**config.mk**
```make
export PLATFORM = sky130hd
export DESIGN_NAME = adts_frame_deframer_flat
export DESIGN_NICKNAME = d
export VERILOG_FILES = /design/src/rtl/core/adts_pkg.sv /design/src/rtl/core/adts_if.sv /design/src/rtl/core/adts_parser.sv /design/src/rtl/core/adts_frame_deframer.sv /design/src/flat_wrapper.sv
export SDC_FILE = /design/constraint.sdc
export NUM_CORES = 1
export LEC_CHECK = 0
export BUFFER_PORTS_ARGS = -buffer_cell sky130_fd_sc_hd__buf_2
export CAP_MARGIN = 10
export CORE_MARGIN = 2
export CORE_UTILIZATION = 30
export CTS_CLUSTER_DIAMETER = 50
export DETAILED_ROUTE_END_ITERATION = 8
export PLACE_DENSITY = 0.47
export REMOVE_ABC_BUFFERS = 1
export SLEW_MARGIN = 20
export SYNTH_ARGS = -nofsm -noshare
export SYNTH_HDL_FRONTEND = slang
export SYNTH_SLANG_ARGS = --single-unit
export TNS_END_PERCENT = 50
```
**constraint.sdc**
```tcl
create_clock -name clk -period 3.89 [get_ports clk]
set_input_delay 0.778 -clock clk [delete_from_list [all_inputs] [get_ports clk]]
set_output_delay 0.778 -clock clk [all_outputs]
set_load 0.01 [all_outputs]
```
**src/rtl/core/adts_pkg.sv**
```systemverilog
`timescale 1ns / 1ps
// Package for the ADTS deframer: sync constants, parser phase codes and
// the result record passed from the parser to the output register. No dependencies.
package adts_pkg;

  localparam logic [7:0] SYNC_OCTET    = 8'hFF;
  localparam logic [7:0] SYNC2_MASK    = 8'hF6;
  localparam logic [7:0] SYNC2_VALUE   = 8'hF0;
  localparam logic [7:0] PROT_ABS_MASK = 8'h01;
  localparam logic [7:0] LEN_HI_MASK   = 8'h03;
  localparam logic [7:0] LEN_LO_MASK   = 8'hE0;

  localparam logic [3:0] HDR_SIZE_PLAIN = 4'd7;
  localparam logic [3:0] HDR_SIZE_CRC   = 4'd9;

  localparam logic [3:0] HDR_IDX_AFTER_SYNC = 4'd2;
  localparam logic [3:0] HDR_IDX_LEN_HI     = 4'd3;
  localparam logic [3:0] HDR_IDX_LEN_MID    = 4'd4;
  localparam logic [3:0] HDR_IDX_LEN_LO     = 4'd5;

  localparam int unsigned MS_W   = 10;
  localparam logic [MS_W-1:0] MS_PER_FRAME_RESET = 10'd23;

  typedef enum logic [3:0] {
    PH_HUNT = 4'b0001,
    PH_SYNC = 4'b0010,
    PH_HEAD = 4'b0100,
    PH_BODY = 4'b1000
  } adts_phase_t;

  typedef struct packed {
    logic        emit;
    logic [7:0]  payload_octet;
    logic        frame_start;
    logic        frame_end;
    logic [31:0] frame_time_ms;
  } adts_result_t;

endpackage

```
**src/rtl/core/adts_if.sv**
```systemverilog
`timescale 1ns / 1ps
// Valid/ready channel interfaces for the ADTS deframer: raw stream in,
// payload items out. No dependencies.
interface adts_in_if;
  logic       valid;
  logic       ready;
  logic [7:0] stream_octet;

  modport source (output valid, output stream_octet, input ready);
  modport sink (input valid, input stream_octet, output ready);
endinterface

interface adts_out_if;
  logic        valid;
  logic        ready;
  logic [7:0]  payload_octet;
  logic        frame_start;
  logic        frame_end;
  logic [31:0] frame_time_ms;

  modport source (output valid, output payload_octet, output frame_start,
                  output frame_end, output frame_time_ms, input ready);
  modport sink (input valid, input payload_octet, input frame_start,
                input frame_end, input frame_time_ms, output ready);
endinterface

```
**src/rtl/core/adts_parser.sv**
```systemverilog
`timescale 1ns / 1ps
// ADTS header parser: holds the framing state and turns one stream octet
// into at most one payload result per step. Depends on adts_pkg.
module adts_parser (
  input  logic                      clk,
  input  logic                      rst_n,
  input  logic                      step,
  input  logic [7:0]                octet,
  input  logic [adts_pkg::MS_W-1:0] ms_per_frame,
  output adts_pkg::adts_result_t    result
);
  import adts_pkg::*;

  adts_phase_t phase_r, phase_nxt;
  logic [3:0]  hdr_idx_r, hdr_idx_nxt;
  logic [3:0]  hdr_size_r, hdr_size_nxt;
  logic [12:0] frame_size_r, frame_size_nxt;
  logic [12:0] bytes_rem_r, bytes_rem_nxt;
  logic [31:0] time_r, time_nxt;
  logic        first_r, first_nxt;

  logic [4:0]  idx_inc;
  logic        last;

  always_comb begin
    phase_nxt      = phase_r;
    hdr_idx_nxt    = hdr_idx_r;
    hdr_size_nxt   = hdr_size_r;
    frame_size_nxt = frame_size_r;
    bytes_rem_nxt  = bytes_rem_r;
    time_nxt       = time_r;
    first_nxt      = first_r;
    idx_inc        = {1'b0, hdr_idx_r} + 5'd1;
    last           = (bytes_rem_r <= 13'd1);
    result         = '0;
    result.payload_octet = octet;
    result.frame_start   = first_r;
    result.frame_end     = last;
    result.frame_time_ms = time_r;

    case (phase_r)
      PH_HUNT: begin
        if (octet == SYNC_OCTET) begin
          phase_nxt   = PH_SYNC;
          hdr_idx_nxt = 4'd1;
        end
      end
      PH_SYNC: begin
        if ((octet & SYNC2_MASK) == SYNC2_VALUE) begin
          hdr_size_nxt   = ((octet & PROT_ABS_MASK) != 8'd0) ? HDR_SIZE_PLAIN : HDR_SIZE_CRC;
          hdr_idx_nxt    = HDR_IDX_AFTER_SYNC;
          frame_size_nxt = '0;
          phase_nxt      = PH_HEAD;
        end else if (octet != SYNC_OCTET) begin
          phase_nxt   = PH_HUNT;
          hdr_idx_nxt = '0;
        end
      end
      PH_HEAD: begin
        case (hdr_idx_r)
          HDR_IDX_LEN_HI:  frame_size_nxt[12:11] = octet[1:0];
          HDR_IDX_LEN_MID: frame_size_nxt[10:3]  = octet;
          HDR_IDX_LEN_LO:  frame_size_nxt[2:0]   = octet[7:5];
          default: ;
        endcase
        // The header is complete once its last octet has been taken.
        if (idx_inc >= {1'b0, hdr_size_r}) begin
          hdr_idx_nxt = '0;
          if (frame_size_nxt > {9'd0, hdr_size_r}) begin
            bytes_rem_nxt = frame_size_nxt - {9'd0, hdr_size_r};
            first_nxt     = 1'b1;
            phase_nxt     = PH_BODY;
          end else begin
            phase_nxt = PH_HUNT;
          end
        end else begin
          hdr_idx_nxt = idx_inc[3:0];
        end
      end
      PH_BODY: begin
        result.emit = 1'b1;
        first_nxt   = 1'b0;
        if (last) begin
          bytes_rem_nxt = '0;
          time_nxt      = time_r + {22'd0, ms_per_frame};
          phase_nxt     = PH_HUNT;
        end else begin
          bytes_rem_nxt = bytes_rem_r - 13'd1;
        end
      end
      default: begin
        phase_nxt = PH_HUNT;
      end
    endcase
  end

  always_ff @(posedge clk) begin
    if (!rst_n) begin
      phase_r      <= PH_HUNT;
      hdr_idx_r    <= '0;
      hdr_size_r   <= HDR_SIZE_PLAIN;
      frame_size_r <= '0;
      bytes_rem_r  <= '0;
      time_r       <= '0;
      first_r      <= 1'b0;
    end else if (step) begin
      phase_r      <= phase_nxt;
      hdr_idx_r    <= hdr_idx_nxt;
      hdr_size_r   <= hdr_size_nxt;
      frame_size_r <= frame_size_nxt;
      bytes_rem_r  <= bytes_rem_nxt;
      time_r       <= time_nxt;
      first_r      <= first_nxt;
    end
  end

endmodule

```
**src/rtl/core/adts_frame_deframer.sv**
```systemverilog
`timescale 1ns / 1ps
// ADTS deframer top level: input register, header parser, output register.
// An accepted octet passes the input register, the parser and the output
// register. Throughput: one octet per cycle unless out_ch stalls.
// Reset (rst_n, synchronous, active low) returns the parser to hunting for
// sync, empties both pipeline registers and restores ms_per_frame to 23.
// Depends on adts_pkg, adts_if and adts_parser.
module adts_frame_deframer (
  input  logic                      clk,
  input  logic                      rst_n,
  adts_in_if.sink                   in_ch,
  adts_out_if.source                out_ch,
  input  logic                      cfg_we,
  input  logic [adts_pkg::MS_W-1:0] cfg_wdata
);
  import adts_pkg::*;

  logic [MS_W-1:0] ms_per_frame_r;
  logic            in_vld_r;
  logic [7:0]      in_octet_r;
  logic            out_vld_r;
  adts_result_t    out_r;
  adts_result_t    result;
  logic            advance;

  // The parser steps when an octet waits and out_r can take the result.
  assign advance      = in_vld_r && (!out_vld_r || out_ch.ready);
  assign in_ch.ready  = !in_vld_r || advance;

  always_ff @(posedge clk) begin
    if (!rst_n) begin
      ms_per_frame_r <= MS_PER_FRAME_RESET;
    end else if (cfg_we) begin
      ms_per_frame_r <= cfg_wdata;
    end
  end

  always_ff @(posedge clk) begin
    if (!rst_n) begin
      in_vld_r <= 1'b0;
    end else if (in_ch.ready) begin
      in_vld_r <= in_ch.valid;
    end
  end

  always_ff @(posedge clk) begin
    if (in_ch.ready && in_ch.valid) begin
      in_octet_r <= in_ch.stream_octet;
    end
  end

  adts_parser u_parser (
    .clk          (clk),
    .rst_n        (rst_n),
    .step         (advance),
    .octet        (in_octet_r),
    .ms_per_frame (ms_per_frame_r),
    .result       (result)
  );

  always_ff @(posedge clk) begin
    if (!rst_n) begin
      out_vld_r <= 1'b0;
    end else if (advance) begin
      out_vld_r <= result.emit;
    end else if (out_ch.ready) begin
      out_vld_r <= 1'b0;
    end
  end

  always_ff @(posedge clk) begin
    if (advance && result.emit) begin
      out_r <= result;
    end
  end

  assign out_ch.valid         = out_vld_r;
  assign out_ch.payload_octet = out_r.payload_octet;
  assign out_ch.frame_start   = out_r.frame_start;
  assign out_ch.frame_end     = out_r.frame_end;
  assign out_ch.frame_time_ms = out_r.frame_time_ms;

endmodule
```
**src/flat_wrapper.sv**
```systemverilog
// flat-port wrapper written by rule: the top's interface ports become plain ports
module adts_frame_deframer_flat import adts_pkg::*;
  (clk, rst_n, cfg_we, cfg_wdata, in_ch_valid, in_ch_stream_octet, in_ch_ready, out_ch_valid, out_ch_payload_octet, out_ch_frame_start, out_ch_frame_end, out_ch_frame_time_ms, out_ch_ready);
  adts_in_if in_ch_i ();
  adts_out_if out_ch_i ();
  input  logic clk;
  input  logic rst_n;
  input  logic cfg_we;
  input  logic [adts_pkg::MS_W-1:0] cfg_wdata;
  input wire logic [$bits(in_ch_i.valid)-1:0] in_ch_valid;
  input wire logic [$bits(in_ch_i.stream_octet)-1:0] in_ch_stream_octet;
  output wire logic [$bits(in_ch_i.ready)-1:0] in_ch_ready;
  output wire logic [$bits(out_ch_i.valid)-1:0] out_ch_valid;
  output wire logic [$bits(out_ch_i.payload_octet)-1:0] out_ch_payload_octet;
  output wire logic [$bits(out_ch_i.frame_start)-1:0] out_ch_frame_start;
  output wire logic [$bits(out_ch_i.frame_end)-1:0] out_ch_frame_end;
  output wire logic [$bits(out_ch_i.frame_time_ms)-1:0] out_ch_frame_time_ms;
  input wire logic [$bits(out_ch_i.ready)-1:0] out_ch_ready;
  assign in_ch_i.valid = in_ch_valid;
  assign in_ch_i.stream_octet = in_ch_stream_octet;
  assign in_ch_ready = in_ch_i.ready;
  assign out_ch_valid = out_ch_i.valid;
  assign out_ch_payload_octet = out_ch_i.payload_octet;
  assign out_ch_frame_start = out_ch_i.frame_start;
  assign out_ch_frame_end = out_ch_i.frame_end;
  assign out_ch_frame_time_ms = out_ch_i.frame_time_ms;
  assign out_ch_i.ready = out_ch_ready;
  adts_frame_deframer u_core (.clk(clk), .rst_n(rst_n), .in_ch(in_ch_i), .out_ch(out_ch_i), .cfg_we(cfg_we), .cfg_wdata(cfg_wdata));
endmodule
```
---- After elaboration in Yosys (flattened, before gate mapping) ----
Cells that the tools add are included.
word-level totals
  register bits ........................... 133
  bits of input ports ..................... 23
  output and inout bits ................... 44
  logic and storage cells ................. 86
cells by class
  $add $sub $neg .......................... 4
  $lt $le $gt $ge ......................... 3
  equality and inequality tests ........... 16
  multiplexer cells ....................... 31
  reductions and logical operators ........ 17
operator list
  cell                                                                                count
  13-bit two-way mux                                                                  4
  13-bit case mux with 2 select lines                                                 2
  4-bit two-way mux                                                                   11
  32-bit by 10-bit adder with 32-bit output                                           1
  8-bit two-way mux                                                                   2
  4-bit case mux with 4 select lines                                                  1
  13-bit by 4-bit > comparator with 1-bit output                                      1
  13-bit by 1-bit less-or-equal comparator with 1-bit output (second input constant)  1
  13-bit by 1-bit subtractor with 13-bit output (second input constant)               1
  13-bit by 4-bit subtractor with 13-bit output                                       1
  4-bit by 3-bit equality test with 1-bit output (second input constant)              3
  4-bit case mux with 3 select lines                                                  1
  2-bit != test (second input constant)                                               5
  3-bit AND reduction                                                                 3
  4-bit by 2-bit equality test with 1-bit output (second input constant)              2
  8-bit equality test (second input constant)                                         1
  8-bit != test (second input constant)                                               1
  4-bit AND reduction                                                                 2
  6-bit equality test (second input constant)                                         1
  3-bit two-way mux                                                                   2
  2-bit nonzero test                                                                  3
  4-bit by 1-bit adder with 5-bit output (second input constant)                      1
  5-bit by 4-bit greater-or-equal comparator with 1-bit output                        1
  1-bit two-way mux                                                                   5
  other kinds (10)                                                                    15

---- Logic depth before layout (Yosys ltp) ----
  depth after elaboration ................. 7
  mapped depth ............................ 15
  depth with buffers taken out ............ 13

---- Hierarchy ----
Synthesis repeated with hierarchy kept, for this count alone.
unflattened totals
  cells, all modules ...................... 662
  area total of the unflattened synthesis .. 6596.3 um^2
modules (own cells, without submodules)
  module               times used  cells an instance  area each (um^2)  sequential area each (um^2)
  adts_parser          1           567                4628.2            1381.3
  adts_frame_deframer  1           95                 1968.1            1741.7

---- Worst setup path before layout ----
Ideal clock, no wire load.
  path kind ............................... input-to-reg
  start ................................... input port out_ch_ready
  end ..................................... register u_core.u_parser.time_r[11]
  setup time .............................. 0.128 ns
  arrival time ............................ 3.257 ns
  data required time ...................... 3.762 ns
  slack ................................... 0.506 ns
  stages on the path ...................... 9
  path buffers ............................ 1
  cell sequence ........................... nand2b_1 -> and2_1 -> clkbuf_1 -> nand2_1 -> inv_1 -> nand2_1 -> nor4_1 -> xnor2_1 -> nor2_1
between the ends
  cells in the longest elaborated chain, start to end .. 3
RTL lines
  what                           line                       source
  from (decl)                    flat_wrapper.sv:18         input wire logic [$bits(out_ch_i.ready)-1:0] out_ch_ready;
  1-bit logical OR               adts_frame_deframer.sv:27  assign advance = in_vld_r && (!out_vld_r || out_ch.ready);
  1-bit logical AND              adts_frame_deframer.sv:27
  3-bit AND reduction (no line)  -
  to (signal assigned)           adts_parser.sv:112         time_r <= time_nxt;
  to (decl)                      adts_parser.sv:19          logic [31:0] time_r, time_nxt;
No other way between the ends.
A chain may end at the register's enable or synchronous reset.

---- Worst setup path in the final report ----
  start ................................... register u_core.u_parser.hdr_idx_r[1]
  end ..................................... register u_core.u_parser.bytes_rem_r[9]
between the ends
  cells in the longest elaborated chain, start to end .. 7
  elaborated cells on any way between the ends .. 19
  those cells by class .................... add/sub (2); order compare (2); eq/ne (5); mux (9); reduce/logical (1)
RTL lines
  what                                                    line                source
  from (decl)                                             adts_parser.sv:15   logic [3:0] hdr_idx_r, hdr_idx_nxt;
  from (signal assigned)                                  adts_parser.sv:108  hdr_idx_r <= hdr_idx_nxt;
  4-bit by 3-bit equality test with 1-bit output          adts_parser.sv:60   case (hdr_idx_r)
  3-bit two-way mux or 8-bit two-way mux (tied branches)  adts_parser.sv:60
  3-bit two-way mux or 8-bit two-way mux (tied branches)  adts_parser.sv:41   case (phase_r)
  13-bit by 4-bit subtractor with 13-bit output           adts_parser.sv:70   bytes_rem_nxt = frame_size_nxt - {9'd0, hdr_size_r};
  13-bit two-way mux                                      adts_parser.sv:69   if (frame_size_nxt > {9'd0, hdr_size_r}) begin
  13-bit two-way mux                                      adts_parser.sv:67   if (idx_inc >= {1'b0, hdr_size_r}) begin
  13-bit case mux with 2 select lines                     adts_parser.sv:41
  to (signal assigned)                                    adts_parser.sv:111  bytes_rem_r <= bytes_rem_nxt;
  to (decl)                                               adts_parser.sv:18   logic [12:0] bytes_rem_r, bytes_rem_nxt;
Several ways; a longest one is shown, not always the timed one. The select of a mux whose other input is x is not followed.

==> flow_summary.ini <==
[run_status]
status = finished clean

[logic_synthesis]
yosysMostFrequentCell = dfxtp_1
yosys.area.top_type = dfxtp_1
syn_area_mm2 = 0.00632
ys_types = 64
synthTopCellsByArea = dfxtp_1 26%, edfxtp_1 24%, ha_1 4.4%
yosys-top-cells-count = 81 x dfxtp_1, 65 x nand2_1, 65 x nor2_1
synth_cells = 643
yosysWarningCount = 0
yosysSeqAreaShare = 0.494
synth-edff-count = 50
synth_top_area_frac = 0.256
async_flop_share = 0
synth-seq-cells = 131
synthFlopType = dfxtp_1
syn_area_per_cell_um2 = 9.84

[timing]
min_period_ns = 3.48
setup_violations = 0
max_freq_mhz = 288
relSlewSlack = 0.344
slew_violations = 0
fin_crit_sh = 0.893
tns_ns = 0
fin_hold_ws_ns = 0.429
fin_skew_ns = 0.00832
hold_viol_final = 0
worst_slew_pin_slew_ns = 0.985
rsz0062_at_grt = false

[place]
hpwlAfterDp_um = 10900
port_buffers = 66
dp_cells = 968
routabilityCongestion = 0.852

[drt]
drc = 0
drt-total-wl_um = 15400
wl_per_cell_um = 15.4
final_antenna_net_count = 0
via_per_inst = 5.00
dr.first_iter.drc_count = 205
drt_pass1_iterations = 5
num_vias = 5002

[min_path]
holdCritPathClass = reg -> reg

[cts]
insertion_delay_ns = 0.42
cts_sinks = 131
path_clk_slew_ns = 0.06
cts-resized-gates = 0
cts_tree = yes
clockBufferDepth = 2
hold_buffers = 0
cts_root_buf = clkbuf_16
cts_buffers = 17
htree_levels = 4
post_cts_buffers = 0

[pwr]
peakVddDrop_uv = 269
p_per_area_mw_per_mm2 = 406
p_leak_nw = 2.91

[setup_path]
crit_type = reg -> reg
critPathArrivalTime_ns = 3.78
end_kind = flip-flop
crit_chain = inv_1, ha_1, nand3b_1, mux2_2, ha_1, a211o_1, a211oi_1, a311oi_1, or2_1, a31oi_4, nor2_1, a32o_1
crit_path_start_kind = flip-flop
cp.required_ns = 4.20
slowest_stage = a31oi_4
crit_top_cell = ha_1
cpPeakStageDelay_ns = 0.43
worstPathMaxFanout = 16

[final_layout]
syn_to_final_growth_pct = 19.4
drive_gt1_frac = 0.168
n_fill_cell = 2090
num_antenna_cells = 0
instances_no_fill = 1000
utilization = 0.361
finalNetCount = 759
seq_area_mm2 = 0.00312
multiInputGateArea_mm2 = 0.00302

[global_route]
grt_start_max_net_pins = 50
overflow = 0
grt_usage = 0.144
first_global_vias = 4819
antenna_found_initial = 0
grt_pass1_wl_um = 25100

[die]
die_y_um = 149
start_util = 0.303
dieArea_mm2 = 0.0223
die_w_um = 149
rows = 53
io_pins = 67
core-area_mm2 = 0.0209

[run]
maxCapViolations = 0
==> sequential cells by signal, summed over array words and instances, names as in the netlist <==
signal,cells
u_core.u_parser.hdr_size_r,2
u_core.in_vld_r,1
u_core.in_octet_r,8
u_core.u_parser.phase_r,4
u_core.u_parser.frame_size_r,13
u_core.u_parser.bytes_rem_r,13
u_core.out_ch.valid,1
u_core.out_ch.frame_end,1
u_core.u_parser.time_r,32
u_core.out_ch.frame_start,1
u_core.u_parser.hdr_idx_r,4
u_core.u_parser.first_r,1
u_core.out_ch.payload_octet,8
u_core.out_ch.frame_time_ms,32
u_core.ms_per_frame_r,10
==> worst max-delay path: cells and delay by family, from the launching register on <==
family / cells / cell delay (ns)
AOI/OAI and AO/OA: 5 / 1.36
and+or+nand+nor: 3 / 0.64
adders and majority gates: 2 / 0.57
buffers and inverters: 1 / 0.07
muxes: 1 / 0.37
DFF: 1 / 0.36
==> cell usage in the layout, fill, tap and decap left out, drive strengths merged, types with 5 or more instances in the layout <==
master,Yosys,layout
nand2b,8,8
nand2,65,65
buf,7,77
xnor2,31,31
a21oi,44,44
edfxtp,50,50
o21ai,21,21
nand3b,5,5
nor3,20,20
ha,22,22
nand3,24,24
a31oi,6,6
nor2,65,65
or3,6,6
nor4b,5,5
a21o,6,6
o21bai,5,5
inv,20,22
clkbuf,20,23
dfxtp,81,81
nand4,9,9
mux2i,19,19
nor4,15,15
o22ai,5,5
a211oi,16,16
xor2,11,11
==> power breakdown <==
part / total (mW) / leakage (nW) / internal [mW] / switching (mW)
clock network: 1.54 / 0.274 / 0.942 / 0.602
logic: 0.0659 / 1.44 / 0.0259 / 0.0400
registers: 1.46 / 1.20 / 1.43 / 0.0227
==> per-layer routing <==
layer | track usage | vias to the layer above | part of all wire
met1 | 0.186 | 2375 | 0.46
li1 | - | 2495 | -
met4 | 0.0548 | 0 | 0.017
met2 | 0.235 | 113 | 0.47
met5 | 0 | - | 0
met3 | 0.0352 | 19 | 0.046
==> through the flow <==
step           cell area (um^2)  power (mW)  setup WS, ns
6_report                   7550        3.06         0.415
5_1_grt                    7550        3.18         0.206
3_3_place_gp               6970        1.55         0.506
4_1_cts                    7540        3.11         0.401
2_1_floorplan              6210        1.51         0.549
3_5_place_dp               6970        1.55         0.425
==> final cells by class <==
cell class	instances	share of cell area
Tap cell	275	0.0456
Inverter	20	0.00994
Multi-Input combinational cell	465	0.400
Clock buffer	23	0.0635
Timing Repair Buffer	77	0.0547
Clock inverter	9	0.0129
Sequential cell	131	0.414
==> kinds of logic (layout without fill, tap and decap cells) <==
kind of cell | count (synthesis) | in the layout | synth area share
AO/OA/AOI/OAI | 137 | 137 | 0.143
XOR/XNOR | 42 | 42 | 0.0582
adder cells (fa/ha/maj) | 24 | 24 | 0.0499
buffers and inverters | 47 | 129 | 0.0299
flip-flops | 131 | 131 | 0.494
multiplexers | 22 | 22 | 0.0354
AND/OR/NAND/NOR | 240 | 240 | 0.190
==> final timing paths <==
| kind | depth (start not counted) | end | slack, ns | startpoint |
|---|---|---|---|---|
| worst max-delay path | 12 | u_core.u_parser.bytes_rem_r[9] | 0.41 | u_core.u_parser.hdr_idx_r[1] |
| worst min-delay path | 0 | u_core.out_ch.frame_start | 0.43 | u_core.u_parser.first_r |
| worst max register to register | 12 | u_core.u_parser.bytes_rem_r[9] | 0.41 | u_core.u_parser.hdr_idx_r[1] |
| worst min register to register | 0 | u_core.out_ch.frame_start | 0.43 | u_core.u_parser.first_r |
No activity file was read; power rests on OpenSTA's default activity.
